$ cat src/design/dmt_pkg.sv
`timescale 1ns / 1ps
// Shared types and constants for the longest-match DFA tokenizer.
// No dependencies; used by dmt_ctrl, dmt_datapath and the top level.
package dmt_pkg;

    localparam int NUM_STATES    = 64;
    localparam int PENDING_DEPTH = 32;
    localparam int ALPHABET      = 256;

    localparam int STATE_W = $clog2(NUM_STATES);
    localparam int BYTE_W  = $clog2(ALPHABET);
    localparam int TIDX_W  = STATE_W + BYTE_W;
    localparam int PEND_AW = $clog2(PENDING_DEPTH);
    localparam int PEND_CW = PEND_AW + 1;

    localparam int ACT_W  = 16;
    localparam int LINE_W = 24;
    localparam int COL_W  = 16;
    localparam int OFF_W  = 32;
    localparam int LEN_W  = 6;
    localparam int IDX_W  = 14;

    localparam int S_DATA_W = 64;
    localparam int M_DATA_W = 112;

    // request kinds (tuser on the input side)
    localparam logic [1:0] REQ_LOAD_TRANS  = 2'd0;
    localparam logic [1:0] REQ_LOAD_ACTION = 2'd1;
    localparam logic [1:0] REQ_BYTE        = 2'd2;
    localparam logic [1:0] REQ_END         = 2'd3;

    // result kinds (tuser on the output side)
    localparam logic [1:0] RES_TOKEN    = 2'd0;
    localparam logic [1:0] RES_SYNTAX   = 2'd1;
    localparam logic [1:0] RES_END      = 2'd2;
    localparam logic [1:0] RES_OVERFLOW = 2'd3;

    // config register indexes
    localparam logic CFG_START_STATE    = 1'b0;
    localparam logic CFG_DEFAULT_ACTION = 1'b1;

    localparam logic [BYTE_W-1:0] LINE_FEED = 8'h0A;

    typedef struct packed {
        logic       take;      // input word accepted
        logic       rd_start;  // read action of start state
        logic       fresh;     // restart scan in start state
        logic       rd_byte;   // read pending byte at scan position
        logic       rd_trans;  // read transition entry
        logic       rd_next;   // read action of next state
        logic       step;      // advance DFA by one byte
        logic       push;      // capture a result
        logic       cons_rd;   // read byte at buffer head
        logic       cons_upd;  // retire byte at buffer head
        logic       cons_done; // end of consume
        logic       flush;     // send held result as last
        logic [1:0] kind;      // kind of result being pushed
    } t_cmd;

    typedef struct packed {
        logic       full;
        logic       scan_zero;
        logic       scan_lt_count;
        logic       count_zero;
        logic       next_dead;
        logic       no_match;
        logic       cons_zero;
        logic       hold_valid;
        logic       out_free;
    } t_stat;

endpackage

$ cat src/design/dmt_ctrl.sv
`timescale 1ns / 1ps
// Controller for the tokenizer: sequences loads, the scan loop, consume and output.
// Depends on dmt_pkg.
module dmt_ctrl (
    input  logic           i_clk,
    input  logic           i_rst_n,
    input  logic           i_valid,
    input  logic [1:0]     i_req_type,
    input  dmt_pkg::t_stat i_stat,
    output logic           o_ready,
    output dmt_pkg::t_cmd  o_cmd
);

    localparam logic [3:0] ST_IDLE  = 4'd0;
    localparam logic [3:0] ST_FRESH = 4'd1;
    localparam logic [3:0] ST_STEP  = 4'd2;
    localparam logic [3:0] ST_RDB   = 4'd3;
    localparam logic [3:0] ST_RDT   = 4'd4;
    localparam logic [3:0] ST_RDA   = 4'd5;
    localparam logic [3:0] ST_PUT   = 4'd6;
    localparam logic [3:0] ST_CONS  = 4'd7;
    localparam logic [3:0] ST_CONSB = 4'd8;
    localparam logic [3:0] ST_FIN   = 4'd9;

    logic [3:0] r_state, n_state;
    logic       r_final, n_final;
    logic [1:0] r_kind, n_kind;
    logic [1:0] w_emit_kind;

    assign o_ready     = (r_state == ST_IDLE);
    assign w_emit_kind = i_stat.no_match ? dmt_pkg::RES_SYNTAX : dmt_pkg::RES_TOKEN;

    always_comb begin
        n_state = r_state;
        n_final = r_final;
        n_kind  = r_kind;
        o_cmd   = '0;
        o_cmd.kind = r_kind;
        case (r_state)
            ST_IDLE: begin
                if (i_valid) begin
                    o_cmd.take = 1'b1;
                    case (i_req_type)
                        dmt_pkg::REQ_BYTE: begin
                            n_final = 1'b0;
                            if (i_stat.full) begin
                                n_kind  = dmt_pkg::RES_OVERFLOW;
                                n_state = ST_PUT;
                            end else if (i_stat.scan_zero) begin
                                o_cmd.rd_start = 1'b1;
                                n_state = ST_FRESH;
                            end else begin
                                n_state = ST_STEP;
                            end
                        end
                        dmt_pkg::REQ_END: begin
                            n_final = 1'b1;
                            if (i_stat.scan_zero) begin
                                o_cmd.rd_start = 1'b1;
                                n_state = ST_FRESH;
                            end else begin
                                n_state = ST_STEP;
                            end
                        end
                        default: n_state = ST_IDLE;
                    endcase
                end
            end
            ST_FRESH: begin
                o_cmd.fresh = 1'b1;
                n_state = ST_STEP;
            end
            ST_STEP: begin
                if (i_stat.scan_lt_count) begin
                    o_cmd.rd_byte = 1'b1;
                    n_state = ST_RDB;
                end else if (!r_final) begin
                    n_state = ST_FIN;
                end else if (i_stat.count_zero) begin
                    n_kind  = dmt_pkg::RES_END;
                    n_state = ST_PUT;
                end else begin
                    n_kind  = w_emit_kind;
                    n_state = ST_PUT;
                end
            end
            ST_RDB: begin
                o_cmd.rd_trans = 1'b1;
                n_state = ST_RDT;
            end
            ST_RDT: begin
                if (i_stat.next_dead) begin
                    n_kind  = w_emit_kind;
                    n_state = ST_PUT;
                end else begin
                    o_cmd.rd_next = 1'b1;
                    n_state = ST_RDA;
                end
            end
            ST_RDA: begin
                o_cmd.step = 1'b1;
                n_state = ST_STEP;
            end
            ST_PUT: begin
                if (!i_stat.hold_valid || i_stat.out_free) begin
                    o_cmd.push = 1'b1;
                    if (r_kind == dmt_pkg::RES_TOKEN || r_kind == dmt_pkg::RES_SYNTAX) begin
                        n_state = ST_CONS;
                    end else begin
                        n_state = ST_FIN;
                    end
                end
            end
            ST_CONS: begin
                if (i_stat.cons_zero) begin
                    o_cmd.cons_done = 1'b1;
                    o_cmd.rd_start  = 1'b1;
                    n_state = ST_FRESH;
                end else begin
                    o_cmd.cons_rd = 1'b1;
                    n_state = ST_CONSB;
                end
            end
            ST_CONSB: begin
                o_cmd.cons_upd = 1'b1;
                n_state = ST_CONS;
            end
            ST_FIN: begin
                if (!i_stat.hold_valid) begin
                    n_state = ST_IDLE;
                end else if (i_stat.out_free) begin
                    o_cmd.flush = 1'b1;
                    n_state = ST_IDLE;
                end
            end
            default: n_state = ST_IDLE;
        endcase
    end

    always_ff @(posedge i_clk) begin
        if (!i_rst_n) begin
            r_state <= ST_IDLE;
            r_final <= 1'b0;
            r_kind  <= dmt_pkg::RES_TOKEN;
        end else begin
            r_state <= n_state;
            r_final <= n_final;
            r_kind  <= n_kind;
        end
    end

endmodule

$ cat config.mk
export PLATFORM = sky130hd
export DESIGN_NAME = dmt_ctrl
export DESIGN_NICKNAME = d
export VERILOG_FILES = /design/src/design/dmt_pkg.sv /design/src/design/dmt_ctrl.sv
export SDC_FILE = /design/constraint.sdc
export NUM_CORES = 1
export LEC_CHECK = 0
export BUFFER_PORTS_ARGS = -buffer_cell sky130_fd_sc_hd__buf_2
export CORE_ASPECT_RATIO = 0.9
export CORE_MARGIN = 2
export CORE_UTILIZATION = 30
export DETAILED_ROUTE_END_ITERATION = 10
export GPL_ROUTABILITY_DRIVEN = 0
export HOLD_SLACK_MARGIN = 0.05
export PLACE_DENSITY = 0.6
export SLEW_MARGIN = 10
export SYNTH_ARGS = -nofsm -noshare
export SYNTH_HDL_FRONTEND = slang
export SYNTH_SLANG_ARGS = --single-unit
$ cat constraint.sdc
create_clock -name i_clk -period 3 [get_ports i_clk]
set_input_delay 0.15 -clock i_clk [delete_from_list [all_inputs] [get_ports i_clk]]
set_output_delay 0.15 -clock i_clk [all_outputs]
set_load 0.02 [all_outputs]
# [Word-level counts from Yosys, hierarchy flattened]
# Index checks and enable logic that the tools add are counted.
[totals] reg_bits=7 output_inout_bits=15 input_bits=14 elab_cells=80
[op_classes] muxes=46 n_eq_ne=20 reduce_logical=11
[op_table] operator="two-way mux 4 bit" n=9
[op_table] operator="case mux 4 bit (9 select lines)" n=1
[op_table] operator="two-way mux 1 bit" n=21
[op_table] operator="two-way mux 2 bit" n=10
[op_table] operator="== test 4 x 3 -> 1 bit (second input constant)" n=4
[op_table] operator="!= test 2 bit (second input constant)" n=6
[op_table] operator="== test 4 x 2 -> 1 bit (second input constant)" n=2
[op_table] operator="== test 4 bit (second input constant)" n=2
[op_table] operator="case mux 4 bit (2 select lines)" n=1
[op_table] operator="AND reduction 7 bit" n=1
[op_table] operator="case mux 1 bit (2 select lines)" n=3
[op_table] operator="case mux 2 bit (3 select lines)" n=1
[op_table] operator="AND reduction 3 bit" n=2
[op_table] operator="== test 2 bit (second input constant)" n=2
[op_table] operator="== test 4 x 1 -> 1 bit (second input constant)" n=1
[op_table] operator="zero test 4 bit" n=1
[op_table] operator="!= test 3 bit (second input constant)" n=1
[op_table] operator="nonzero test 3 bit" n=1
[op_table] operator="== test 2 x 1 -> 1 bit (second input constant)" n=1
[op_table] operator="zero test 2 bit" n=1
[op_table] operator="logical OR 1 bit" n=2
[op_table] operator="!= test 2 x 1 -> 1 bit (second input constant)" n=1
[op_table] operator="nonzero test 2 bit" n=1
[op_table] operator="OR reduction 2 bit" n=1
[op_table] operator="zero test 1 bit" n=1

# [Depth between registers and ports, before layout]
[logic_depth] ltp_word=5 mapped_depth=7 depth_no_buf=5

# [Worst setup path before layout]
# No wires, ideal clock.
[synth_path] path_kind="register to output" startpoint="reg r_state[0]" endpoint="out o_cmd[12] in the netlist's numbering" slack_ps=1220 arrival_ps=1630 t_required_ps=2850 n_path_buf=1 stages_incl_launch_ff=5 cell_sequence="dfxtp_1 -> clkbuf_1 -> nand2_1 -> nor3_1 -> o21bai_1"
[synth_rtl] item="start, declared" line="dmt_ctrl.sv:25" rtl="logic [3:0] r_state, n_state;"
[synth_rtl] item="start signal, assigned" line="dmt_ctrl.sv:146" rtl="r_state <= n_state;"
[synth_rtl] item="end, declared" line="dmt_ctrl.sv:11" rtl="output dmt_pkg::t_cmd o_cmd"

==> results.md <==
- Met2 Wirelength: 819 um
- Hold Buf Count CTS: 0
- Total power: 0.3832 mW
- CTS Sinks: 7
- Wire per inst: 12.57 um
- Worst skew pair latency: 0.25 ns
- Drt pass-1 iters: 4
- Initial antenna violation count: 0
- Critical path class: reg -> out
- Final WS setup: roughly 1.1 ns
- Max-slew headroom: 59.62%
- Die ar.: 2806 sq um
- Hpwl dp: ~1500 um
- Initial Utilization: 32.38%
- Min-delay src: i_req_type[0]
- Post-route ant nets: 0
- Chip width: 55.62 um
- Crit-path cells: nand2b_1 > nor3_1 > o21bai_1 > buf_2
- Worst Setup End Kind: primary output
- Hold_ws: 0.1896 ns
- Pre-CTS setup slack: around 1.3 ns
- Root Buffer: clkbuf_4
- CTS buffer count: 3
- Grt ovf: 0
- Library cells used by synthesis: 37
- Total Routed Length: 1948 um
- Via count: 834
- Std cell rows: 16
- Number of H-tree levels: 1
- IR Drop Worst-Case VDD: 0.2499 mV
- Share of cells above drive strength 1: 28.13%
- Post-Syn Instances: 102
- Pwr dens: 433.1 nW/um^2
- Synth warn: 0
- Global-route usage over all layers: 14.82%
- Critical Path Source: r_state[1]
- Buf/Inv on CP: 1
- Hold WC Path Type: in -> reg
- Fin nets: between 100 and 150
- Syn Area/Cell: between 7 and 8 sq um
- Most frequent cells in the layout: buf_2 (28), nor2_1 (13), nor2b_1 (10), nand2b_1 (8)
- Final hold violations: 0
- Worst stage delay on the critical path: about 0.7 ns
- Pin count of the biggest net entering global routing: 18
- Top Family by Delay on Critical Path: flip-flops
- Most common cell after layout, fill and taps aside: buf_2
- Worst-path clk slew: about 0.060 ns
- CP Max Fanout: 17
- Post-route setup TNS: 0 ns
- FF+latch count, synth: 7
- Max Fclk: 516.4 MHz
- N_diodes: 0
- Clock Path Buffers: 2
- EDFF count, synth: 0
- Ys flop type: dfxtp_1
- Vias in the first global route: approximately 710
- Final Core Density: 39.81%
- Met3 WL post-DR: 142 um
- Chip height: 50.46 um
- Setup violations, final: 0
- Post-Synthesis Cell Area: around 700 sq um
- Max-cap violations: 0
- I/O Buffers: 28
- Crit start category: flip-flop
- Via/cell ratio: between 5 and 6
- Worst Path Required: 2.85 ns
- Post-layout minimum cycle time: 1.937 ns
- Register area share after synthesis: between 10% and 20%
- CTS tree: yes
- Global-route wire length before repair: 3277 um
- Pleak: 0.3975 nW
- Slew @ Worst Pin: 0.6048 ns
- Area grow syn2layout: 22.96%
- CTS resizes: 0
- Slowest CP cell: dfxtp_1
- Final Cycle Share: 64.55%
- DRC viols: 0
- M1 WL: 986 um
- DR top layer: met3
- Ports: 29
- Core area: 2222 sq um
- RR Startpoint: r_state[2]
- Synth async-reset ratio: 0%
- Clock Skew: 0.001905 ns
- Syn_nets: approximately 120
- Outcome: finished, final reports clean
- Setup Buffers After CTS: 0
- RSZ-0062 raised after global routing: no
- Max-slew violations: 0
- Worst Path Arrival: 1.79 ns
- Iteration-0 DRC count of the detailed router: 20
cell type report:
type	instances	area [sq um]
inverter	3	11.26
timing repair buffer	28	140.1
fill	241	1338
sequential	7	140.1
multi-input combinational	86	533.0
tap	27	33.78
clock buffer	4	26.28
flip-flops by register name (all words and copies together) (netlist names):
name,flops
r_state,4
r_kind,2
r_final,1
metal layers:
layer / track usage [%] / up-vias
met5: 0 / -
met4: 2.439 / 0
li1: - / 424
met1: 21.81 / 382
met3: 5.155 / 0
met2: 20.83 / 28
path summary, 6_finish.rpt:
check,endpoint,slack (ns),cells past startpoint
setup / recovery,o_cmd[12],1.06,4
hold / removal,r_final,0.19,3
setup reg to reg,r_kind[0],1.24,5
hold reg to reg,r_kind[0],0.47,2
per-stage QoR:
| stage | area (sq um) | cells |
|---|---|---|
| floorplan | 719.4 | 102 |
| global placement | 858.3 | 151 |
| detailed placement | 858.3 | 151 |
| CTS | 884.6 | 155 |
| global route | 884.6 | 155 |
| finish | 884.6 | 155 |
cell usage after synthesis, types with 2 or more instances:
cell      number  area (sq um)
and3_1         2         12.51
a32oi_1        2         17.52
a21oi_1        3         15.01
o21ai_1        3         15.01
dfxtp_1        7         140.1
nand2b_1       8         50.05
nor2_1        13         48.80
inv_1          3         11.26
nand3_1        6         30.03
nand2_1        7         26.28
buf_2          3         15.01
o22ai_1        2         12.51
o21ai_0        5         25.02
nor3_1         5         25.02
nor2b_1       10         62.56
mux2i_1        2         20.02
power by group:
group          leakage [nW]  switching [mW]  total (mW)  internal (mW)
sequential           0.0571          0.0286       0.133          0.105
combinational         0.326          0.0912       0.162         0.0706
clock                0.0150          0.0374      0.0883         0.0509
tightest hold or removal path, stage by stage:
cell and delay [ns]:
buf_2 0.09, mux2i_1 0.06, nor2b_1 0.10
logic make-up (layout without fill, tap and decap cells):
group           after synthesis  count (layout)  share of synthesized area [%]
mux                           2               2                          2.783
flops                         7               7                          19.48
buf+inv                       9              35                          6.433
xor+xnor                      1               1                          1.218
compound gates               22              22                          20.87
simple gates                 61              61                          49.22
Note: power is estimated with default switching activity, not from simulation.
